`config.mk`:
```
export PLATFORM = sky130hd
export DESIGN_NAME = rational_arith_unit
export DESIGN_NICKNAME = d
export VERILOG_FILES = /design/src/rau_pkg.sv /design/src/rau_divider.sv /design/src/rau_datapath.sv /design/src/rau_ctrl.sv /design/src/rational_arith_unit.sv
export SDC_FILE = /design/constraint.sdc
export NUM_CORES = 2
export LEC_CHECK = 0
export BUFFER_PORTS_ARGS = -buffer_cell sky130_fd_sc_hd__buf_2
export CORE_MARGIN = 2
export CORE_UTILIZATION = 25
export DETAILED_ROUTE_END_ITERATION = 6
export GPL_TIMING_DRIVEN = 0
export PLACE_DENSITY = 0.48
export SLEW_MARGIN = 10
export SYNTH_ARGS = -nofsm -noshare
export SYNTH_HDL_FRONTEND = slang
export SYNTH_HIERARCHICAL = 1
export SYNTH_SLANG_ARGS = --single-unit
```
`constraint.sdc`:
```
create_clock -name clk -period 8.6 [get_ports clk]
set_input_delay 1.72 -clock clk [delete_from_list [all_inputs] [get_ports clk]]
set_output_delay 1.72 -clock clk [all_outputs]
set_load 0.02 [all_outputs]
```
`src/rau_pkg.sv`:
```
// shared types and constants for the rational arithmetic unit
`default_nettype none
package rau_pkg;

  // field widths for results, action codes and status codes
  localparam int NUM_W = 33;
  localparam int DEN_W = 32;
  localparam int ACT_W = 2;
  localparam int STS_W = 2;

  // action codes
  localparam logic [ACT_W-1:0] ACT_ADD = 2'd0;
  localparam logic [ACT_W-1:0] ACT_SUB = 2'd1;
  localparam logic [ACT_W-1:0] ACT_MUL = 2'd2;
  localparam logic [ACT_W-1:0] ACT_DIV = 2'd3;

  // status codes
  localparam logic [STS_W-1:0] STS_OK   = 2'd0;
  localparam logic [STS_W-1:0] STS_DIV0 = 2'd1;
  localparam logic [STS_W-1:0] STS_ZGCD = 2'd2;

  // which operands feed the shared divider
  typedef enum logic [1:0] {
    SEL_EUC,
    SEL_NUM,
    SEL_DEN
  } div_sel_t;

  // controller to datapath commands
  typedef struct packed {
    logic             load;
    logic             mul_en;
    logic [1:0]       mul_step;
    logic             div_start;
    div_sel_t         div_sel;
    logic             out_load;
    logic [STS_W-1:0] out_code;
  } rau_cmd_t;

  // datapath to controller status
  typedef struct packed {
    logic frac_zero;
    logic a_zero;
    logic b_zero;
    logic div_done;
  } rau_stat_t;

endpackage
`default_nettype wire

```
`src/rau_divider.sv`:
```
// signed truncating divider, one quotient bit per cycle
`default_nettype none
module rau_divider #(
  parameter int XW = 33
) (
  input  wire logic                 clk,
  input  wire logic                 rst,
  input  wire logic                 start,
  input  wire logic signed [XW-1:0] x,
  input  wire logic signed [XW-1:0] y,
  output logic                      done,
  output logic signed [XW-1:0]      quot,
  output logic signed [XW-1:0]      rem
);

  localparam int CW = $clog2(XW + 1);

  logic [XW-1:0] rem_r;
  logic [XW-1:0] quo_r;
  logic [XW-1:0] den_r;
  logic [CW-1:0] cnt;
  logic          busy;
  logic          neg_q;
  logic          neg_r;
  logic [XW:0]   trial;
  logic [XW:0]   diff;
  logic          fits;

  // restoring step
  always_comb begin
    trial = {rem_r, quo_r[XW-1]};
    diff  = trial - {1'b0, den_r};
    fits  = trial >= {1'b0, den_r};
  end

  // iteration registers
  always_ff @(posedge clk) begin
    if (rst) begin
      busy <= 1'b0;
      done <= 1'b0;
      cnt  <= '0;
    end else begin
      done <= 1'b0;
      if (start) begin
        busy  <= 1'b1;
        cnt   <= CW'(XW);
        rem_r <= '0;
        quo_r <= x[XW-1] ? XW'(-x) : XW'(x);
        den_r <= y[XW-1] ? XW'(-y) : XW'(y);
        neg_q <= x[XW-1] ^ y[XW-1];
        neg_r <= x[XW-1];
      end else if (busy) begin
        rem_r <= fits ? diff[XW-1:0] : trial[XW-1:0];
        quo_r <= {quo_r[XW-2:0], fits};
        cnt   <= cnt - 1'b1;
        if (cnt == CW'(1)) begin
          busy <= 1'b0;
          done <= 1'b1;
        end
      end
    end
  end

  // sign fix-up, remainder follows dividend
  assign quot = neg_q ? -$signed(quo_r) : $signed(quo_r);
  assign rem  = neg_r ? -$signed(rem_r) : $signed(rem_r);

endmodule
`default_nettype wire

```
`src/rau_datapath.sv`:
```
// operand registers, multiplier, euclid registers and result register
`default_nettype none
module rau_datapath
  import rau_pkg::*;
#(
  parameter int OPERAND_WIDTH = 16
) (
  input  wire logic                     clk,
  input  wire logic                     rst,
  input  wire rau_cmd_t                 cmd,
  output rau_stat_t                     stat,
  input  wire logic [ACT_W-1:0]         action,
  input  wire logic [OPERAND_WIDTH-1:0] left_num,
  input  wire logic [OPERAND_WIDTH-1:0] left_den,
  input  wire logic [OPERAND_WIDTH-1:0] right_num,
  input  wire logic [OPERAND_WIDTH-1:0] right_den,
  output logic [NUM_W-1:0]              result_num,
  output logic [DEN_W-1:0]              result_den,
  output logic [STS_W-1:0]              status
);

  localparam int OW = OPERAND_WIDTH;
  localparam int PW = 2 * OW;
  localparam int XW = (PW + 1 > 64) ? 64 : PW + 1;

  logic [ACT_W-1:0]     act;
  logic signed [OW-1:0] ln, ld, rn, rd;
  logic signed [OW-1:0] opa, opb;
  logic signed [PW-1:0] p;
  logic signed [XW-1:0] px;
  logic signed [XW-1:0] n, d, a, b;
  logic signed [XW-1:0] qn, qd;
  logic signed [XW-1:0] dx, dy;
  logic signed [XW-1:0] quot, rem;
  logic                 div_done;

  // multiplier operand selection per step
  always_comb begin
    unique case (cmd.mul_step)
      2'd0: begin
        opa = ln;
        opb = (act == ACT_MUL) ? rn : rd;
      end
      2'd1: begin
        opa = rn;
        opb = ld;
      end
      default: begin
        opa = ld;
        opb = (act == ACT_DIV) ? rn : rd;
      end
    endcase
    px = XW'(p);
  end

  // divider operand selection
  always_comb begin
    unique case (cmd.div_sel)
      SEL_EUC: begin
        dx = a;
        dy = b;
      end
      SEL_NUM: begin
        dx = n;
        dy = a;
      end
      default: begin
        dx = d;
        dy = a;
      end
    endcase
  end

  rau_divider #(.XW(XW)) u_div (
    .clk   (clk),
    .rst   (rst),
    .start (cmd.div_start),
    .x     (dx),
    .y     (dy),
    .done  (div_done),
    .quot  (quot),
    .rem   (rem)
  );

  // data registers
  always_ff @(posedge clk) begin
    if (cmd.load) begin
      act <= action;
      ln  <= left_num;
      ld  <= left_den;
      rn  <= right_num;
      rd  <= right_den;
    end
    if (cmd.mul_en) begin
      p <= opa * opb;
      case (cmd.mul_step)
        2'd1: n <= px;
        2'd2: begin
          if (act == ACT_ADD) begin
            n <= n + px;
          end else if (act == ACT_SUB) begin
            n <= n - px;
          end
        end
        2'd3: begin
          d <= px;
          a <= n;
          b <= px;
        end
        default: ;
      endcase
    end
    if (div_done) begin
      case (cmd.div_sel)
        SEL_EUC: begin
          a <= b;
          b <= rem;
        end
        SEL_NUM: qn <= quot;
        default: qd <= quot;
      endcase
    end
    if (cmd.out_load) begin
      status     <= cmd.out_code;
      result_num <= (cmd.out_code == STS_OK) ? NUM_W'(qn) : '0;
      result_den <= (cmd.out_code == STS_OK) ? DEN_W'(qd) : '0;
    end
  end

  // status to controller
  always_comb begin
    stat.frac_zero = (act == ACT_DIV) && (rn == '0);
    stat.a_zero    = (a == '0);
    stat.b_zero    = (b == '0);
    stat.div_done  = div_done;
  end

endmodule
`default_nettype wire

```
`src/rau_ctrl.sv`:
```
// sequencing state machine for the rational arithmetic unit
`default_nettype none
module rau_ctrl
  import rau_pkg::*;
(
  input  wire logic      clk,
  input  wire logic      rst,
  input  wire logic      in_valid,
  output logic           in_stall,
  output logic           out_valid,
  input  wire logic      out_stall,
  input  wire rau_stat_t stat,
  output rau_cmd_t       cmd
);

  typedef enum logic [3:0] {
    ST_IDLE,
    ST_M0,
    ST_M1,
    ST_M2,
    ST_M3,
    ST_EUC,
    ST_EUC_W,
    ST_QN,
    ST_QN_W,
    ST_QD,
    ST_QD_W,
    ST_OUT
  } state_t;

  state_t           state;
  logic [STS_W-1:0] code;
  logic             out_free;

  assign in_stall = (state != ST_IDLE);
  assign out_free = !out_valid || !out_stall;

  // command decode
  always_comb begin
    cmd          = '0;
    cmd.out_code = code;
    cmd.div_sel  = SEL_EUC;
    unique case (state)
      ST_IDLE: cmd.load = in_valid;
      ST_M0: begin
        cmd.mul_en   = 1'b1;
        cmd.mul_step = 2'd0;
      end
      ST_M1: begin
        cmd.mul_en   = 1'b1;
        cmd.mul_step = 2'd1;
      end
      ST_M2: begin
        cmd.mul_en   = 1'b1;
        cmd.mul_step = 2'd2;
      end
      ST_M3: begin
        cmd.mul_en   = 1'b1;
        cmd.mul_step = 2'd3;
      end
      ST_EUC:   cmd.div_start = !stat.b_zero;
      ST_EUC_W: cmd.div_sel = SEL_EUC;
      ST_QN: begin
        cmd.div_sel   = SEL_NUM;
        cmd.div_start = 1'b1;
      end
      ST_QN_W: cmd.div_sel = SEL_NUM;
      ST_QD: begin
        cmd.div_sel   = SEL_DEN;
        cmd.div_start = 1'b1;
      end
      ST_QD_W: cmd.div_sel = SEL_DEN;
      ST_OUT:  cmd.out_load = out_free;
      default: ;
    endcase
  end

  // state and registered outputs
  always_ff @(posedge clk) begin
    if (rst) begin
      state     <= ST_IDLE;
      out_valid <= 1'b0;
      code      <= STS_OK;
    end else begin
      if (out_valid && !out_stall) begin
        out_valid <= 1'b0;
      end
      unique case (state)
        ST_IDLE: begin
          if (in_valid) begin
            state <= ST_M0;
          end
        end
        ST_M0: begin
          if (stat.frac_zero) begin
            code  <= STS_DIV0;
            state <= ST_OUT;
          end else begin
            state <= ST_M1;
          end
        end
        ST_M1: state <= ST_M2;
        ST_M2: state <= ST_M3;
        ST_M3: state <= ST_EUC;
        ST_EUC: begin
          if (!stat.b_zero) begin
            state <= ST_EUC_W;
          end else if (stat.a_zero) begin
            code  <= STS_ZGCD;
            state <= ST_OUT;
          end else begin
            state <= ST_QN;
          end
        end
        ST_EUC_W: if (stat.div_done) state <= ST_EUC;
        ST_QN:    state <= ST_QN_W;
        ST_QN_W:  if (stat.div_done) state <= ST_QD;
        ST_QD:    state <= ST_QD_W;
        ST_QD_W: begin
          if (stat.div_done) begin
            code  <= STS_OK;
            state <= ST_OUT;
          end
        end
        ST_OUT: begin
          if (out_free) begin
            out_valid <= 1'b1;
            code      <= STS_OK;
            state     <= ST_IDLE;
          end
        end
        default: state <= ST_IDLE;
      endcase
    end
  end

endmodule
`default_nettype wire

```
`src/rational_arith_unit.sv`:
```
// top level of the rational arithmetic unit
//
//   channel  direction  handshake            payload
//   in       sink       in_valid / in_stall  action, left_num, left_den, right_num, right_den
//   out      source     out_valid/out_stall  result_num, result_den, status
//
// one request at a time; in_stall is high from acceptance until the result is registered
// a request runs the four product steps, then one euclid check and division per euclid
// step, a last euclid check, the two final divisions of width XW and the output, with
// XW = min(2*OPERAND_WIDTH+1, 64), all on one bit-serial divider
// a divide by a zero fraction goes from the first product step straight to the output
// rst is synchronous and clears the controller; the result register holds until taken
`default_nettype none
module rational_arith_unit
  import rau_pkg::*;
#(
  parameter int OPERAND_WIDTH = 16
) (
  input  wire logic                     clk,
  input  wire logic                     rst,
  input  wire logic                     in_valid,
  output logic                          in_stall,
  input  wire logic [ACT_W-1:0]         action,
  input  wire logic [OPERAND_WIDTH-1:0] left_num,
  input  wire logic [OPERAND_WIDTH-1:0] left_den,
  input  wire logic [OPERAND_WIDTH-1:0] right_num,
  input  wire logic [OPERAND_WIDTH-1:0] right_den,
  output logic                          out_valid,
  input  wire logic                     out_stall,
  output logic [NUM_W-1:0]              result_num,
  output logic [DEN_W-1:0]              result_den,
  output logic [STS_W-1:0]              status
);

  rau_cmd_t  cmd;
  rau_stat_t stat;

  rau_ctrl u_ctrl (
    .clk       (clk),
    .rst       (rst),
    .in_valid  (in_valid),
    .in_stall  (in_stall),
    .out_valid (out_valid),
    .out_stall (out_stall),
    .stat      (stat),
    .cmd       (cmd)
  );

  rau_datapath #(.OPERAND_WIDTH(OPERAND_WIDTH)) u_dp (
    .clk        (clk),
    .rst        (rst),
    .cmd        (cmd),
    .stat       (stat),
    .action     (action),
    .left_num   (left_num),
    .left_den   (left_den),
    .right_num  (right_num),
    .right_den  (right_den),
    .result_num (result_num),
    .result_den (result_den),
    .status     (status)
  );

endmodule
`default_nettype wire

```
After elaboration in Yosys (flattened, before gate mapping). Cells that the tools add are included.

Output and inout bits: 69. Input port bits: 70. Logic and storage cells: 156. Bits in registers: 477.

Muxes and demuxes: 54. Multiply operators: 1. $add $sub $neg: 8. Reduce and logical (&&, ||, !) cells: 32. Bitwise logic cells: 4. Eq/ne operators: 28. Order comparisons: 1.

Operators by type and width (count): 33-bit two-way mux (18); 33-bit negator (4); 33-bit case mux with 2 select lines (2); 33-bit logical NOT (2); 16-bit case mux with 2 select lines (2); 4-bit case mux with 12 select lines (1); 34-bit by 33-bit greater-or-equal comparator with 1-bit output (1); 33-bit by 32-bit adder with 33-bit output (1); 33-bit by 32-bit subtractor with 33-bit output (1); 33-bit subtractor (1); 16-bit by 16-bit multiplier with 32-bit output (1); 16-bit two-way mux (2); 32-bit two-way mux (1); 4-bit two-way mux (8); 4-bit by 3-bit == test with 1-bit output, second input constant (4); 4-bit == test, second input constant (4); 16-bit logical NOT (1); 6-bit two-way mux (2); 3-bit case mux with 4 select lines (1); 2-bit two-way mux (5); 2-bit by 1-bit inequality test with 1-bit output, second input constant (5); 2-bit AND reduction (5); 2-bit OR reduction (5); 1-bit two-way mux (9); other kinds (24) (42).

Longest topological paths before layout.
Depth in word-level cells: 8. Depth in mapped cells: 32. Mapped depth without buffers: 28.

Cells and area by module. The synthesis kept the hierarchy.

Modules (own cells, without submodules): rau_datapath (times used 1, area each 26832.0 µm², cells each 2577, seq. area each 10179.8 µm²); rau_divider (times used 1, area each 8648.3 µm², cells each 975, seq. area each 3193.1 µm²); rau_ctrl (times used 1, area each 568.0 µm², cells each 78, seq. area each 140.1 µm²).

Worst setup path before layout. No wires, ideal clock.

Path kind: register to register. Start: reg u_ctrl.state[3]. End: reg u_dp.p[31], data pin. Stages on the path, launching flop included: 28. Period minus slack after synthesis: 7.815 ns. Required time: 8.334 ns. Buffers on the path: 4. Library setup time: 0.266 ns. Arrival: 7.549 ns. Path slack: 0.785 ns. Path through: dfxtp_1 -> buf_2 -> or2_2 -> nor2_1 -> clkbuf_1 -> clkbuf_1 -> clkbuf_1 -> mux2i_1 -> o21ai_1 -> nand2_1 -> fa_1 -> fa_1 -> fa_1 -> inv_1 -> fa_1 -> fa_1 -> inv_1 -> fa_1 -> inv_1 -> ha_1 -> nand2_1 -> nor2_1 -> o21a_1 -> a21oi_1 -> o41ai_1 -> a31oi_1 -> nor4b_1 -> nor3_1.

RTL lines: from (decl) (RTL line rau_ctrl.sv:31) `state_t state;`; from (signal assigned) (RTL line rau_ctrl.sv:81) `state <= ST_IDLE;`; from (signal assigned) (RTL line rau_ctrl.sv:91) `state <= ST_M0;`; from (signal assigned) (RTL line rau_ctrl.sv:97) `state <= ST_OUT;`; to (signal assigned) (RTL line rau_datapath.sv:95) `p <= opa * opb;`; to (decl) (RTL line rau_datapath.sv:29) `logic signed [PW-1:0] p;`.

Worst setup path in the final report.
Start: reg u_dp.act[0]. End: reg u_dp.p[31], data pin.

Word-level cells in the longest chain between the ends: 4. Elaborated cells on any way between the ends: 6. Classes of those cells: 1 x mul; 2 x eq/ne; 3 x mux.

Ends and longest elaborated chain: from (decl) (RTL line rau_datapath.sv:26) `logic [ACT_W-1:0] act;`; from (signal assigned) (RTL line rau_datapath.sv:88) `act <= action;`; 2-bit == test, on equally long branches (RTL line rau_datapath.sv:50, rau_datapath.sv:42); 16-bit two-way mux, on equally long branches (RTL line rau_datapath.sv:50, rau_datapath.sv:42); 16-bit case mux with 2 select lines * (RTL line rau_datapath.sv:39) `unique case (cmd.mul_step)`; 16-bit by 16-bit multiplier with 32-bit output * (RTL line rau_datapath.sv:95).

Every way passes the cells marked *; elsewhere a longest branch is shown, timed or not. A chain may end at the register's enable or synchronous reset.

==> PnR_summary.wiki <==
{| class="wikitable"
! Metric !! Value
|-
| CTS tree || yes
|-
| Number of CTS-inserted buffers || 52
|-
| Non-filler cells in the finished layout || 5784
|-
| Number of global-route vias before repair || 27100
|-
| Count of port buffers added during placement || 138
|-
| Cell Area, Synth || 36000 µm²
|-
| Average footprint of a synthesized cell || 9.93 µm²
|-
| Fraction of met2 tracks used by global routing || 23.3%
|-
| Gpl congestion || 0.872
|-
| Unrepaired setup endpoints after global routing || false
|-
| Maximum clock path buffer count || 3
|-
| N_diodes || 0
|-
| Crit Reg-Reg Startpoint || u_dp/act[0]
|-
| Peak-usage layer in the global routing report || met2
|-
| Number of distinct library cells after synthesis || 90
|-
| Hold path startpoint || u_ctrl/code[1]
|-
| Via count || 26600
|-
| Required @ worst endpoint || 9.03 ns
|-
| Top FF cell, synth || sky130_fd_sc_hd__edfxtp_1
|-
| Number of synthesized flops with an enable pin || 396
|-
| Inst Count DP || 5683
|-
| Crit. Startpoint || u_dp/act[0]
|-
| Fraction of registers with async set or reset after synthesis || 0%
|-
| Number of placed I/O pins || 139
|-
| Total Routed Length || 104000 µm
|-
| CP Data Arrival Time || 8.68 ns
|-
| Initial antenna violation count || 0
|-
| Total Die Area || 147000 µm²
|-
| Antenna Violating Nets Remaining || 0
|-
| Core Area || 143000 µm²
|-
| Clock insertion delay at the later pin of the skew report || 0.65 ns
|-
| Chip Width || 384 µm
|-
| Fraction of final layout cells with drive strength greater than 1 || 10.5%
|-
| Startpoint type of the worst setup path || flop
|-
| Compound-gate portion of the synthesized area || 11.5%
|-
| Cell count after synthesis || 3630
|-
| Slew at the pin closest to its max-slew limit || 1.28 ns
|-
| Number of warning messages in the yosys log || 6
|-
| Post-synth net total || 4118
|-
| Clock tree root driver cell || sky130_fd_sc_hd__clkbuf_16
|-
| Final cycle utilization of the critical path || 95.9%
|-
| Class of the most critical setup path || flop to flop
|-
| Routed length per placed instance || 17.9 µm
|-
| Global routing usage summed across all routing layers || 13.9%
|-
| Initial cell density of the core || 25.2%
|-
| Tightest slew margin relative to the limit || 13.4%
|-
| Fin Setup TNS || 0 ns
|-
| FF+latch count, synth || 477
|-
| Seq/Total Area, Yosys || 37.5%
|-
| H-Tree Level Count || 2
|-
| Number of sinks handled by clock tree synthesis || 477
|-
| Peak Freq || 121 MHz
|-
| Critical path fanouts, max || 10
|-
| Hold-fix buffers at CTS || 0
|-
| Post-synthesis xor/xnor area fraction || 5.83%
|-
| Row cnt || 139
|-
| Largest net degree at the start of global routing || 34
|-
| Count of final setup violators || 0
|-
| DR DRC count || 0
|-
| Largest family of logic cells by synthesized area || adder cells
|-
| Max-Cap Viols || 0
|-
| Share of synthesized area spent on multiplexers || 5.31%
|-
| Iteration count of the initial detailed-routing pass || 5
|-
| Adder-cell share of the synthesized area || 20.0%
|-
| First-iteration detailed-routing DRC count || 1363
|-
| Per-cell via count in the routed design || 4.59
|-
| First-pass GRT wire length || 160000 µm
|-
| Aggregate global routing overflow || 0
|-
| Detailed placer's ending HPWL || 83300 µm
|-
| Die Span Y || 384 µm
|-
| Global-route met1 utilization || 18.9%
|-
| Number of endpoints with negative hold slack in the final report || 0
|-
| Status || completed
|-
| Hold Crit Class || flop to flop
|-
| Worst clock skew on the final layout || 0.0397 ns
|-
| Final Critical Period || 8.25 ns
|-
| Clk slew on worst S/H paths || 0.07 ns
|-
| Final Max Slew Viols || 0
|-
| Endpoint class of the critical path || flop
|-
| Nets || 4325
|-
| Signed area change from the synthesized netlist to the final layout || 15.1%
|-
| Basic-gate share of the synthesized area counting and, or, nand and nor cells || 13.9%
|-
| GR Util met3 || 1.64%
|}
[final timing paths]
| path | depth (start not counted) | slack (ns) | endpoint |
|---|---|---|---|
| hold reg to reg | 0 | 0.44 | u_dp/status[1] |
| setup / recovery | 27 | 0.35 | u_dp/p[31] |
| hold / removal | 0 | 0.44 | u_dp/status[1] |
| setup reg to reg | 27 | 0.35 | u_dp/p[31] |
[metrics by stage]
stage                     setup WS [ns]  util [%]  hold slack (ns)  area, µm²
final                             0.353      29.0            0.442      41500
after global routing             0.0126      29.0            0.453      41500
after CTS                       0.00766      28.9            0.446      41300
after detailed placement          -1.45      27.5            0.457      39400
after global placement            -1.40      27.3            0.456      39100
after floorplan                   0.785         -            0.431      36000
[routing by layer]
layer | wire length, µm | up-vias
li1 | - | 12800
met1 | 48400 | 13000
met2 | 48400 | 571
met3 | 4160 | 161
met4 | 2710 | 0
met5 | 0 | -
[cell type report]
class                   instances  area [µm²]
plain buffers                 138         608
clock buffers                  72        1470
clock inverters                26         298
fillers                     15100      102000
inverters                     418        1570
multi-input cells            2591       20600
flip-flops and latches        477       13500
well taps                    1903        2380
repair buffers                159        1010
[cells in the mapped netlist (5+ instances only)]
library cell,n,area [µm²]
sky130_fd_sc_hd__nor2b_1,11,68.8
sky130_fd_sc_hd__or2_2,7,43.8
sky130_fd_sc_hd__o311ai_0,5,43.8
sky130_fd_sc_hd__edfxtp_1,396,11900
sky130_fd_sc_hd__nor3b_1,5,37.5
sky130_fd_sc_hd__o41ai_1,18,158
sky130_fd_sc_hd__inv_1,414,1550
sky130_fd_sc_hd__or4_1,20,150
sky130_fd_sc_hd__mux2_2,43,484
sky130_fd_sc_hd__o31ai_1,43,323
sky130_fd_sc_hd__dfxtp_1,81,1620
sky130_fd_sc_hd__nand4_1,14,87.6
sky130_fd_sc_hd__fa_1,264,5290
sky130_fd_sc_hd__nand2b_1,34,213
sky130_fd_sc_hd__a21oi_1,183,916
sky130_fd_sc_hd__o211ai_1,11,82.6
sky130_fd_sc_hd__nor4_1,27,169
sky130_fd_sc_hd__o21ai_1,21,105
sky130_fd_sc_hd__ha_1,154,1930
sky130_fd_sc_hd__clkbuf_1,124,465
sky130_fd_sc_hd__and2_1,90,563
sky130_fd_sc_hd__o21bai_1,13,97.6
sky130_fd_sc_hd__a211o_1,7,61.3
sky130_fd_sc_hd__or3_1,24,150
sky130_fd_sc_hd__a31oi_1,12,75.1
sky130_fd_sc_hd__or4_4,8,90.1
sky130_fd_sc_hd__nor3_1,34,170
sky130_fd_sc_hd__nor2_1,286,1070
sky130_fd_sc_hd__o21a_1,32,240
sky130_fd_sc_hd__nand2_1,415,1560
sky130_fd_sc_hd__a211oi_1,31,233
sky130_fd_sc_hd__nand3b_1,5,37.5
sky130_fd_sc_hd__buf_1,11,41.3
sky130_fd_sc_hd__o21ai_0,223,1120
sky130_fd_sc_hd__nand3_1,46,230
sky130_fd_sc_hd__xor2_1,82,718
sky130_fd_sc_hd__mux2i_1,143,1430
sky130_fd_sc_hd__a21o_1,37,278
sky130_fd_sc_hd__xnor2_1,158,1380
sky130_fd_sc_hd__and3_1,13,81.3
[timing repair]
| action | CTS | global route |
|---|---|---|
| setup endpoints to repair | 17 | 14 |
| pin swaps | 0 | 3 |
| resized for setup | 46 | 54 |
| buffers inserted | 3 | 6 |
[kinds of logic (layout without fill, tap and decap cells)]
| kind of cell | Yosys count | count (layout) |
|---|---|---|
| simple gates | 1068 | 1068 |
| buf+inv | 562 | 813 |
| flops | 477 | 477 |
| fa+ha+maj | 418 | 418 |
| compound gates | 679 | 679 |
| xor+xnor | 240 | 240 |
| mux | 186 | 186 |
[placed cells by master, fill, tap and decap left out, drive strengths merged, types with 15 or more instances in the layout]
cell    synthesis  final
a21o           37     37
xor2           82     82
clkbuf        124    194
nand2         416    416
and2           91     91
mux2i         143    143
o21a           32     32
nand3          46     46
inv           418    423
o41ai          19     19
o31ai          47     47
edfxtp        396    396
xnor2         158    158
buf            20    175
or4            28     28
o21ai         244    244
clkinv          0     15
a211oi         31     31
dfxtp          81     81
nor4           30     30
a21oi         183    183
fa            264    264
nor2          288    288
or3            25     25
ha            154    154
nand2b         35     35
mux2           43     43
nor3           35     35
[flip-flops by register name, indices dropped and copies added, names as in the netlist, 16 cells and up]
register / count
u_dp/rn: 16
u_dp/qd: 32
u_dp/ld: 16
u_dp/u_div/rem_r: 33
u_dp/rd: 16
u_dp/u_div/den_r: 33
u_dp/a: 33
u_dp/p: 32
u_dp/d: 32
u_dp/result_num: 33
u_dp/n: 33
u_dp/b: 33
u_dp/u_div/quo_r: 33
u_dp/ln: 16
u_dp/qn: 33
u_dp/result_den: 32
[critical path, cell delays in order (launching register included)]
cell	delay, ns
sky130_fd_sc_hd__edfxtp_1	0.66
sky130_fd_sc_hd__nor2b_1	0.21
sky130_fd_sc_hd__clkbuf_2	0.27
sky130_fd_sc_hd__clkbuf_4	0.34
sky130_fd_sc_hd__mux2i_1	0.20
sky130_fd_sc_hd__o21ai_0	0.10
sky130_fd_sc_hd__o21ai_2	0.37
sky130_fd_sc_hd__clkbuf_2	0.33
sky130_fd_sc_hd__nor2_1	0.09
sky130_fd_sc_hd__fa_1	0.52
sky130_fd_sc_hd__inv_1	0.06
sky130_fd_sc_hd__fa_1	0.58
sky130_fd_sc_hd__fa_1	0.44
sky130_fd_sc_hd__fa_1	0.54
sky130_fd_sc_hd__inv_1	0.07
sky130_fd_sc_hd__fa_1	0.53
sky130_fd_sc_hd__inv_1	0.05
sky130_fd_sc_hd__fa_1	0.52
sky130_fd_sc_hd__inv_1	0.04
sky130_fd_sc_hd__ha_1	0.34
sky130_fd_sc_hd__inv_1	0.07
sky130_fd_sc_hd__nor2_1	0.15
sky130_fd_sc_hd__o21a_1	0.20
sky130_fd_sc_hd__a21oi_2	0.13
sky130_fd_sc_hd__o41ai_4	0.46
sky130_fd_sc_hd__a31oi_2	0.22
sky130_fd_sc_hd__o21a_1	0.22
sky130_fd_sc_hd__nor3_1	0.30
Power is left out: the tool's default activity adds up to more than one toggle a clock period on the data nets, which glitch-free logic cannot reach.
